<file path="src/sv/div128_pkg.sv">
package div128_pkg;

  // Each operand and result travels as two halves of this width.
  localparam int unsigned HalfW = 64;
  localparam int unsigned FullW = 2 * HalfW;

  // Default operand width; the core accepts 8 to FullW bits.
  localparam int unsigned OperandWidthDef = FullW;

  // Sequencer states of the divider core.
  typedef enum logic [1:0] {
    ST_IDLE,
    ST_RUN,
    ST_DONE
  } state_e;

endpackage

</file>
<file path="src/sv/div128_req_if.sv">
interface div128_req_if;
  import div128_pkg::*;

  logic             valid;
  logic             ready;
  logic [HalfW-1:0] dividend_hi;
  logic [HalfW-1:0] dividend_lo;
  logic [HalfW-1:0] divisor_hi;
  logic [HalfW-1:0] divisor_lo;

  modport source (
    output valid, dividend_hi, dividend_lo, divisor_hi, divisor_lo,
    input  ready
  );

  modport sink (
    input  valid, dividend_hi, dividend_lo, divisor_hi, divisor_lo,
    output ready
  );

endinterface

</file>
<file path="src/sv/div128_rsp_if.sv">
interface div128_rsp_if;
  import div128_pkg::*;

  logic             valid;
  logic             ready;
  logic [HalfW-1:0] quotient_hi;
  logic [HalfW-1:0] quotient_lo;
  logic [HalfW-1:0] remainder_hi;
  logic [HalfW-1:0] remainder_lo;
  logic             divide_by_zero;

  modport source (
    output valid, quotient_hi, quotient_lo, remainder_hi, remainder_lo, divide_by_zero,
    input  ready
  );

  modport sink (
    input  valid, quotient_hi, quotient_lo, remainder_hi, remainder_lo, divide_by_zero,
    output ready
  );

endinterface

</file>
<file path="src/sv/divider_128bit_unsigned_core.sv">
// Sequence: a taken request beat loads the operands, ST_RUN steps through every quotient bit, and
// ST_DONE passes the result into the result register once it is free. The single shared
// subtractor resolves one quotient bit per cycle; a new division starts only from idle.
// The request side is ready only while idle; the result register lets a new request start
// while the previous result still waits. Reset clears the sequencer and the result valid.
module divider_128bit_unsigned_core #(
  parameter int unsigned OPERAND_WIDTH = div128_pkg::OperandWidthDef
) (
  input  logic        clk_i,
  input  logic        rst_ni,
  div128_req_if.sink  req_i,
  div128_rsp_if.source rsp_o
);
  import div128_pkg::*;

  localparam int unsigned W    = OPERAND_WIDTH;
  localparam int unsigned CntW = $clog2(W);

  state_e          state_q, state_d;
  logic [CntW-1:0] cnt_q, cnt_d;
  logic [W-1:0]    rem_q, rem_d;
  logic [W-1:0]    quo_q, quo_d;
  logic [W-1:0]    den_q, den_d;
  logic            dz_q, dz_d;

  logic             rsp_valid_q, rsp_valid_d;
  logic [FullW-1:0] rsp_quo_q, rsp_quo_d;
  logic [FullW-1:0] rsp_rem_q, rsp_rem_d;
  logic             rsp_dz_q, rsp_dz_d;

  logic [FullW-1:0] dividend_full;
  logic [FullW-1:0] divisor_full;
  logic [W:0]       rem_shift;
  logic [W:0]       rem_trial;
  logic             rsp_free;

  // Operands are cut to the configured width; higher input bits are ignored.
  assign dividend_full = {req_i.dividend_hi, req_i.dividend_lo};
  assign divisor_full  = {req_i.divisor_hi, req_i.divisor_lo};

  // Shared shift-subtract unit: bring down the next dividend bit and try the divisor.
  assign rem_shift = {rem_q, quo_q[W-1]};
  assign rem_trial = rem_shift - {1'b0, den_q};

  assign rsp_free    = !rsp_valid_q || rsp_o.ready;
  assign req_i.ready = (state_q == ST_IDLE);

  // Sequencer and datapath next-state logic.
  always_comb begin
    state_d     = state_q;
    cnt_d       = cnt_q;
    rem_d       = rem_q;
    quo_d       = quo_q;
    den_d       = den_q;
    dz_d        = dz_q;
    rsp_valid_d = rsp_valid_q;
    rsp_quo_d   = rsp_quo_q;
    rsp_rem_d   = rsp_rem_q;
    rsp_dz_d    = rsp_dz_q;

    if (rsp_valid_q && rsp_o.ready) begin
      rsp_valid_d = 1'b0;
    end

    unique case (state_q)
      ST_IDLE: begin
        if (req_i.valid) begin
          rem_d   = '0;
          quo_d   = dividend_full[W-1:0];
          den_d   = divisor_full[W-1:0];
          dz_d    = (divisor_full[W-1:0] == '0);
          cnt_d   = CntW'(W - 1);
          state_d = ST_RUN;
        end
      end
      ST_RUN: begin
        // A zero divisor always subtracts, leaving all-ones and the dividend.
        if (!rem_trial[W]) begin
          rem_d = rem_trial[W-1:0];
        end else begin
          rem_d = rem_shift[W-1:0];
        end
        quo_d = {quo_q[W-2:0], !rem_trial[W]};
        cnt_d = cnt_q - CntW'(1);
        if (cnt_q == '0) begin
          state_d = ST_DONE;
        end
      end
      ST_DONE: begin
        if (rsp_free) begin
          rsp_valid_d = 1'b1;
          rsp_quo_d   = FullW'(quo_q);
          rsp_rem_d   = FullW'(rem_q);
          rsp_dz_d    = dz_q;
          state_d     = ST_IDLE;
        end
      end
      default: begin
        state_d = ST_IDLE;
      end
    endcase
  end

  // Control registers.
  always_ff @(posedge clk_i or negedge rst_ni) begin
    if (!rst_ni) begin
      state_q     <= ST_IDLE;
      cnt_q       <= '0;
      rsp_valid_q <= 1'b0;
    end else begin
      state_q     <= state_d;
      cnt_q       <= cnt_d;
      rsp_valid_q <= rsp_valid_d;
    end
  end

  // Datapath and result registers.
  always_ff @(posedge clk_i) begin
    rem_q     <= rem_d;
    quo_q     <= quo_d;
    den_q     <= den_d;
    dz_q      <= dz_d;
    rsp_quo_q <= rsp_quo_d;
    rsp_rem_q <= rsp_rem_d;
    rsp_dz_q  <= rsp_dz_d;
  end

  assign rsp_o.valid          = rsp_valid_q;
  assign rsp_o.quotient_hi    = rsp_quo_q[FullW-1:HalfW];
  assign rsp_o.quotient_lo    = rsp_quo_q[HalfW-1:0];
  assign rsp_o.remainder_hi   = rsp_rem_q[FullW-1:HalfW];
  assign rsp_o.remainder_lo   = rsp_rem_q[HalfW-1:0];
  assign rsp_o.divide_by_zero = rsp_dz_q;

  // The partial remainder stays below a nonzero divisor through every step.
  assert property (@(posedge clk_i) disable iff (!rst_ni)
    (state_q == ST_RUN && !dz_q) |-> (rem_q < den_q))
    else $error("partial remainder not below divisor");

  // A taken request starts a full run of steps.
  assert property (@(posedge clk_i) disable iff (!rst_ni)
    (req_i.valid && req_i.ready) |=> (state_q == ST_RUN && cnt_q == CntW'(W - 1)))
    else $error("run did not start after request beat");

  // A new result only appears out of the finishing state.
  assert property (@(posedge clk_i) disable iff (!rst_ni)
    $rose(rsp_valid_q) |-> ($past(state_q) == ST_DONE))
    else $error("result valid raised outside finish");

  // A zero divisor ends with an all-ones quotient.
  assert property (@(posedge clk_i) disable iff (!rst_ni)
    (state_q == ST_DONE && dz_q) |-> (&quo_q))
    else $error("zero divisor did not give all-ones quotient");

endmodule
</file>
<file path="src/flat_wrapper.sv">
// flat-port wrapper written by rule: the top's interface ports become plain ports
module divider_128bit_unsigned_core_flat import div128_pkg::*;
#(
  parameter int unsigned OPERAND_WIDTH = div128_pkg::OperandWidthDef
)
  (clk_i, rst_ni, req_i_valid, req_i_dividend_hi, req_i_dividend_lo, req_i_divisor_hi, req_i_divisor_lo, req_i_ready, rsp_o_valid, rsp_o_quotient_hi, rsp_o_quotient_lo, rsp_o_remainder_hi, rsp_o_remainder_lo, rsp_o_divide_by_zero, rsp_o_ready);
  div128_req_if req_i_i ();
  div128_rsp_if rsp_o_i ();
  input  logic clk_i;
  input  logic rst_ni;
  input wire logic [$bits(req_i_i.valid)-1:0] req_i_valid;
  input wire logic [$bits(req_i_i.dividend_hi)-1:0] req_i_dividend_hi;
  input wire logic [$bits(req_i_i.dividend_lo)-1:0] req_i_dividend_lo;
  input wire logic [$bits(req_i_i.divisor_hi)-1:0] req_i_divisor_hi;
  input wire logic [$bits(req_i_i.divisor_lo)-1:0] req_i_divisor_lo;
  output wire logic [$bits(req_i_i.ready)-1:0] req_i_ready;
  output wire logic [$bits(rsp_o_i.valid)-1:0] rsp_o_valid;
  output wire logic [$bits(rsp_o_i.quotient_hi)-1:0] rsp_o_quotient_hi;
  output wire logic [$bits(rsp_o_i.quotient_lo)-1:0] rsp_o_quotient_lo;
  output wire logic [$bits(rsp_o_i.remainder_hi)-1:0] rsp_o_remainder_hi;
  output wire logic [$bits(rsp_o_i.remainder_lo)-1:0] rsp_o_remainder_lo;
  output wire logic [$bits(rsp_o_i.divide_by_zero)-1:0] rsp_o_divide_by_zero;
  input wire logic [$bits(rsp_o_i.ready)-1:0] rsp_o_ready;
  assign req_i_i.valid = req_i_valid;
  assign req_i_i.dividend_hi = req_i_dividend_hi;
  assign req_i_i.dividend_lo = req_i_dividend_lo;
  assign req_i_i.divisor_hi = req_i_divisor_hi;
  assign req_i_i.divisor_lo = req_i_divisor_lo;
  assign req_i_ready = req_i_i.ready;
  assign rsp_o_valid = rsp_o_i.valid;
  assign rsp_o_quotient_hi = rsp_o_i.quotient_hi;
  assign rsp_o_quotient_lo = rsp_o_i.quotient_lo;
  assign rsp_o_remainder_hi = rsp_o_i.remainder_hi;
  assign rsp_o_remainder_lo = rsp_o_i.remainder_lo;
  assign rsp_o_divide_by_zero = rsp_o_i.divide_by_zero;
  assign rsp_o_i.ready = rsp_o_ready;
  divider_128bit_unsigned_core #(.OPERAND_WIDTH(OPERAND_WIDTH)) u_core (.clk_i(clk_i), .rst_ni(rst_ni), .req_i(req_i_i), .rsp_o(rsp_o_i));
endmodule
</file>
<file path="config.mk">
export PLATFORM = sky130hd
export DESIGN_NAME = divider_128bit_unsigned_core_flat
export DESIGN_NICKNAME = d
export VERILOG_FILES = /design/src/sv/div128_pkg.sv /design/src/sv/div128_req_if.sv /design/src/sv/div128_rsp_if.sv /design/src/sv/divider_128bit_unsigned_core.sv /design/src/flat_wrapper.sv
export SDC_FILE = /design/constraint.sdc
export NUM_CORES = 1
export LEC_CHECK = 0
export ABC_AREA = 1
export BUFFER_PORTS_ARGS = -buffer_cell sky130_fd_sc_hd__buf_2
export CAP_MARGIN = 20
export CORE_UTILIZATION = 53
export DETAILED_ROUTE_END_ITERATION = 8
export PLACE_DENSITY = 0.82
export SYNTH_ARGS = -nofsm -noshare
export SYNTH_HDL_FRONTEND = slang
export SYNTH_SLANG_ARGS = --single-unit
</file>
<file path="constraint.sdc">
create_clock -name clk_i -period 11.3 [get_ports clk_i]
set_clock_uncertainty 0.2 [all_clocks]
set_input_delay 1.695 -clock clk_i [delete_from_list [all_inputs] [get_ports clk_i]]
set_output_delay 1.695 -clock clk_i [all_outputs]
set_load 0.03 [all_outputs]
</file>
**Word-level counts from Yosys, hierarchy flattened**

Cells that the tools add are included.

- Bits in read-only memories: 0
- Word-level logic and storage cells: 43
- Bits in writable memories: 0
- Memories kept: 0
- Latch bits: 0
- Bits in registers: 652
- Output and inout bits: 259
- Bits of input ports: 260

- Reductions and logical operators: 12
- Muxes and demuxes: 14
- Divide/modulo/power cells: 0
- Bitwise logic cells: 0
- Shifts and indexed selects: 0
- Multipliers: 0
- Eq/ne operators: 5
- Order comparisons: 0
- Add/sub/neg operators: 2

Operators by type and width:

| kind | number |
|---|---|
| 128-bit one-hot mux with 2 select lines | 2 |
| 128-bit 2-to-1 mux | 3 |
| 129-bit by 128-bit subtractor with 129-bit output | 1 |
| 128-bit logical NOT | 1 |
| 7-bit one-hot mux with 2 select lines | 1 |
| 7-bit logical NOT | 1 |
| 7-bit 2-to-1 mux | 1 |
| 7-bit by 1-bit subtractor with 7-bit output (second input constant) | 1 |
| 2-bit 2-to-1 mux | 3 |
| 2-bit one-hot mux with 3 select lines | 1 |
| 2-bit AND reduction | 3 |
| 2-bit by 1-bit inequality test with 1-bit output (second input constant) | 2 |
| 1-bit 2-to-1 mux | 3 |
| 3-bit AND reduction | 1 |
| 2-bit by 1-bit equality test with 1-bit output (second input constant) | 1 |
| 2-bit equality test (second input constant) | 1 |
| 1-bit logical NOT | 2 |
| 2-bit logical NOT | 1 |
| 2-bit inequality test (second input constant) | 1 |
| 2-bit nonzero test | 1 |
| 1-bit logical AND | 1 |
| 1-bit logical OR | 1 |

**Depth between registers and ports, before layout**

- Word-level depth: 4
- Gate-level depth with buffers: 23
- Depth with buffers taken out: 21

**Worst setup path before layout**

OpenSTA, ideal clock, no wires.

- Path kind: input port to flip-flop
- Start: input rsp_o_ready
- End: register u_core.rsp_dz_q, in the netlist u_core.rsp_o.divide_by_zero (enable)
- Library setup time: 883 ps
- Buffers on the path: 0
- Data required time: 10,217 ps
- Arrival: 12,331 ps
- Slack: -2,114 ps
- Stages: 2
- Path through: nor2_1 nor2_1

- Longest elaborated chain between the ends: 2

Ends and longest elaborated chain:

| element | RTL line | source |
|---|---|---|
| start: declaration | flat_wrapper.sv:23 | `input wire logic [$bits(rsp_o_i.ready)-1:0] rsp_o_ready;` |
| 1-bit logical OR | divider_128bit_unsigned_core.sv:45 | `assign rsp_free = !rsp_valid_q \|\| rsp_o.ready;` |
| 2-bit AND reduction (no source line) | n/a |  |
| end signal: assignment | divider_128bit_unsigned_core.sv:125 | `rsp_dz_q <= rsp_dz_d;` |
| end: declaration | divider_128bit_unsigned_core.sv:29 | `logic rsp_dz_q, rsp_dz_d;` |

No other way between the ends.
A chain may end at the register's enable or synchronous reset.

**Final worst setup path**

- Start: register u_core.rem_q[71]
- End: register u_core.rem_q[87] (data pin)

- Longest elaborated chain between the ends: 3

Ends and longest elaborated chain:

| element | RTL line | source |
|---|---|---|
| start: declaration | divider_128bit_unsigned_core.sv:21 | `logic [W-1:0] rem_q, rem_d;` |
| start signal: assignment | divider_128bit_unsigned_core.sv:119 | `rem_q <= rem_d;` |
| 129-bit by 128-bit subtractor with 129-bit output | divider_128bit_unsigned_core.sv:43 | `assign rem_trial = rem_shift - {1'b0, den_q};` |
| 128-bit 2-to-1 mux | divider_128bit_unsigned_core.sv:78 | `if (!rem_trial[W]) begin` |
| 128-bit one-hot mux with 2 select lines | divider_128bit_unsigned_core.sv:65 | `unique case (state_q)` |

No other way between the ends.

==> impl_metrics.ini <==
[synth]
synthCells = 5075
syn_area_per_cell_sq_um = 7.62
synth.most_common_cell = nand2_1
synth_area_leaders = edfxtp_1 50%, nand2_1 21%, inv_1 9.7%
ys_top_cells_by_count = 2182 x nand2_1, 1004 x inv_1, 642 x edfxtp_1, 506 x nor2_1, 130 x ha_1
synth_top_area_frac = 0.499
yosysUniqueCellTypes = 36
syn_area_sq_mm = 0.0387
synth_seq_cells = 652
synth_flop_cell = edfxtp_1
seq_area_frac_synth = 0.505
synth-edff-count = 642
async_flop_share = 0.0153
yosys_warnings = 0
syn_nets = 5466
yosys.area.top_type = edfxtp_1

[critical_path]
startpoint_type = flop
crit_type = flop to flop
end_kind = flop
crit_path_max_fanout = 63
crit_arrival_ns = 4.88
cp_data_required_time_ns = 11.49

[global_routing]
grt-ovfl-total = 0
grt_pass1_wl_um = 206000
grt_pass1_vias = 33200
antenna_found_initial = 12
grt_max_degree = 83
track_usage = 0.380

[sta]
setup_viol = 0
finalMaxSlewViolations = 0
grt_setup_unrepaired = no
finalSetupTns_ns = 0
max_freq_ghz = 0.213
slew_headroom = 0.300
fin_crit_ns = 4.70
hold_viol_final = 0
min_period_over_period = 0.416
worstMarginPinSlew_ns = 1.05

[clock_tree]
htree_levels = 3
clkTransAtPathRegs_ns = 0.07
cts_tree = built
cts_setup_buffers = 0
clockBufferDepth = 3
cts-buffers-inserted = 69
clockRootBuffer = clkbuf_16
cts_sinks = 652
cts.repair.resized = 0
cts_hold_buf = 0
insertion_delay_ns = 0.64

[power]
p_leak_nw = 23.3
peakVddDrop_uv = 211
power_density_mw_per_mm2 = 269

[place]
hpwl_um = 114000
gp_congestion = 1.06
dp.cells = 6493
io_buffer_count = 518

[layout]
syn2layout_area_growth_pct = 14.8
stdcell_count = 6626
fin_util = 0.618
layout.nets = 6005
layout-drive-gt1-share = 0.126

[routing]
wl_per_cell_um = 21.6
via_per_inst = 5.33
drt-initial-drc-count = 4028
antenna_left = 0
drc = 0
finalWirelength_um = 143000
vias = 35300
drtPass1Iterations = 6

[floorplanning]
num_rows = 98
initial_core_util = 0.538
die-width_um = 272
fp.dieArea_sq_mm = 0.0740
io-pin-count = 519
die_h_um = 272
core_area_sq_mm = 0.0719

[hold_path]
hp-class = flop to flop

[outcome]
outcome = complete, no violations

[run]
max-cap-violations = 0
## layer usage
metal  global-route usage  share of wire
met3               0.0665          0.098
met1                0.552           0.43
met2                0.576           0.43
met4                0.121          0.034
met5                    0       0.000091
## report_power, final
part | switching (W) | total, W | leakage (nW) | internal (W)
Sequential | 0.000400 | 0.00388 | 6.29 | 0.00348
Clock | 0.000997 | 0.00221 | 1.06 | 0.00121
Combinational | 0.00423 | 0.00587 | 15.9 | 0.00164
Total | 0.00563 | 0.0120 | 23.3 | 0.00633
## state kept, by name, indices dropped and copies added (netlist names), 2 cells and up
| signal | cells |
|---|---|
| u_core.rem_q | 128 |
| u_core.quo_q | 128 |
| u_core.cnt_q | 7 |
| u_core.state_q | 2 |
| u_core.den_q | 128 |
| u_core.rsp_quo_q | 128 |
| u_core.rsp_rem_q | 128 |
## final timing paths
path                                           startpoint                        endpoint  slack, ns  cells after the start
hold / removal                 u_core.quo_q[10]$_DFFE_PP_  u_core.rsp_quo_q[10]$_DFFE_PP_       0.25                      0
hold reg to reg                u_core.quo_q[10]$_DFFE_PP_  u_core.rsp_quo_q[10]$_DFFE_PP_       0.25                      0
min in group asynchronous                          rst_ni     u_core.cnt_q[4]$_DFFE_PN0P_       0.71                      1
setup reg to reg           u_core.rem_q[71]$_SDFFCE_PN0P_  u_core.rem_q[87]$_SDFFCE_PN0P_       6.60                     15
setup / recovery           u_core.rem_q[71]$_SDFFCE_PN0P_  u_core.rem_q[87]$_SDFFCE_PN0P_       6.60                     15
max in group asynchronous                          rst_ni     u_core.cnt_q[1]$_DFFE_PN0P_       9.99                      1
## logic make-up (layout without fill, tap and decap cells)
| kind of cell | after synthesis | count (layout) | synth area share |
|---|---|---|---|
| other | 0 | 9 | 0 |
| xor gates and xnor gates | 64 | 64 | 0.0145 |
| adders and majority gates | 131 | 131 | 0.0426 |
| buffers and inverters | 1092 | 1684 | 0.110 |
| DFF | 652 | 652 | 0.505 |
| AOI/OAI and AO/OA | 140 | 140 | 0.0188 |
| and+or+nand+nor | 2996 | 2996 | 0.309 |
## worst max-delay path: stages, from the launching register on
cell	delay (ns)
edfxtp_1	0.44
ha_1	0.50
nand2_1	0.14
nor2_1	0.49
nand2_1	0.22
nor2_1	0.22
nand2_1	0.11
nor2_2	0.16
nand2_4	0.08
nand2_4	0.07
nand2_2	0.06
nand2_4	0.50
buf_4	0.75
nand2_1	0.16
nand2_1	0.11
nor2_1	0.05
## cell usage in the layout, fill, tap and decap left out, types with 38 or more instances in the layout
| cell | count |
|---|---|
| nor2_1 | 504 |
| nor2_2 | 38 |
| edfxtp_1 | 642 |
| inv_1 | 1001 |
| a21oi_1 | 99 |
| xor2_1 | 64 |
| clkbuf_16 | 69 |
| nand3b_1 | 38 |
| nand3_1 | 115 |
| ha_1 | 130 |
| nand2_1 | 2182 |
| nor4_1 | 38 |
| buf_2 | 518 |
## per-stage QoR
step	setup slack (ns)	hold WS [ns]	area, sq um	total power, W
detailed placement	6.55	0.232	42200	0.00948
finish	6.60	0.247	44400	0.0120
floorplan	0.876	0.200	38700	0.00758
global route	6.32	0.248	44400	0.0126
global placement	6.60	0.228	42200	0.00935
CTS	6.69	0.245	44400	0.0117
## area by class of cell
| class | count | area (sq um) |
|---|---|---|
| Multi-Input combinational cell | 3331 | 14900 |
| Tap cell | 950 | 1190 |
| Fill cell | 6346 | 27500 |
| Clock inverter | 45 | 377 |
| Timing Repair Buffer | 536 | 2730 |
| Sequential cell | 652 | 19500 |
| Antenna cell | 9 | 22.5 |
| Clock buffer | 79 | 1770 |
| Inverter | 1024 | 3860 |
Power figures use the tool's default switching activity.
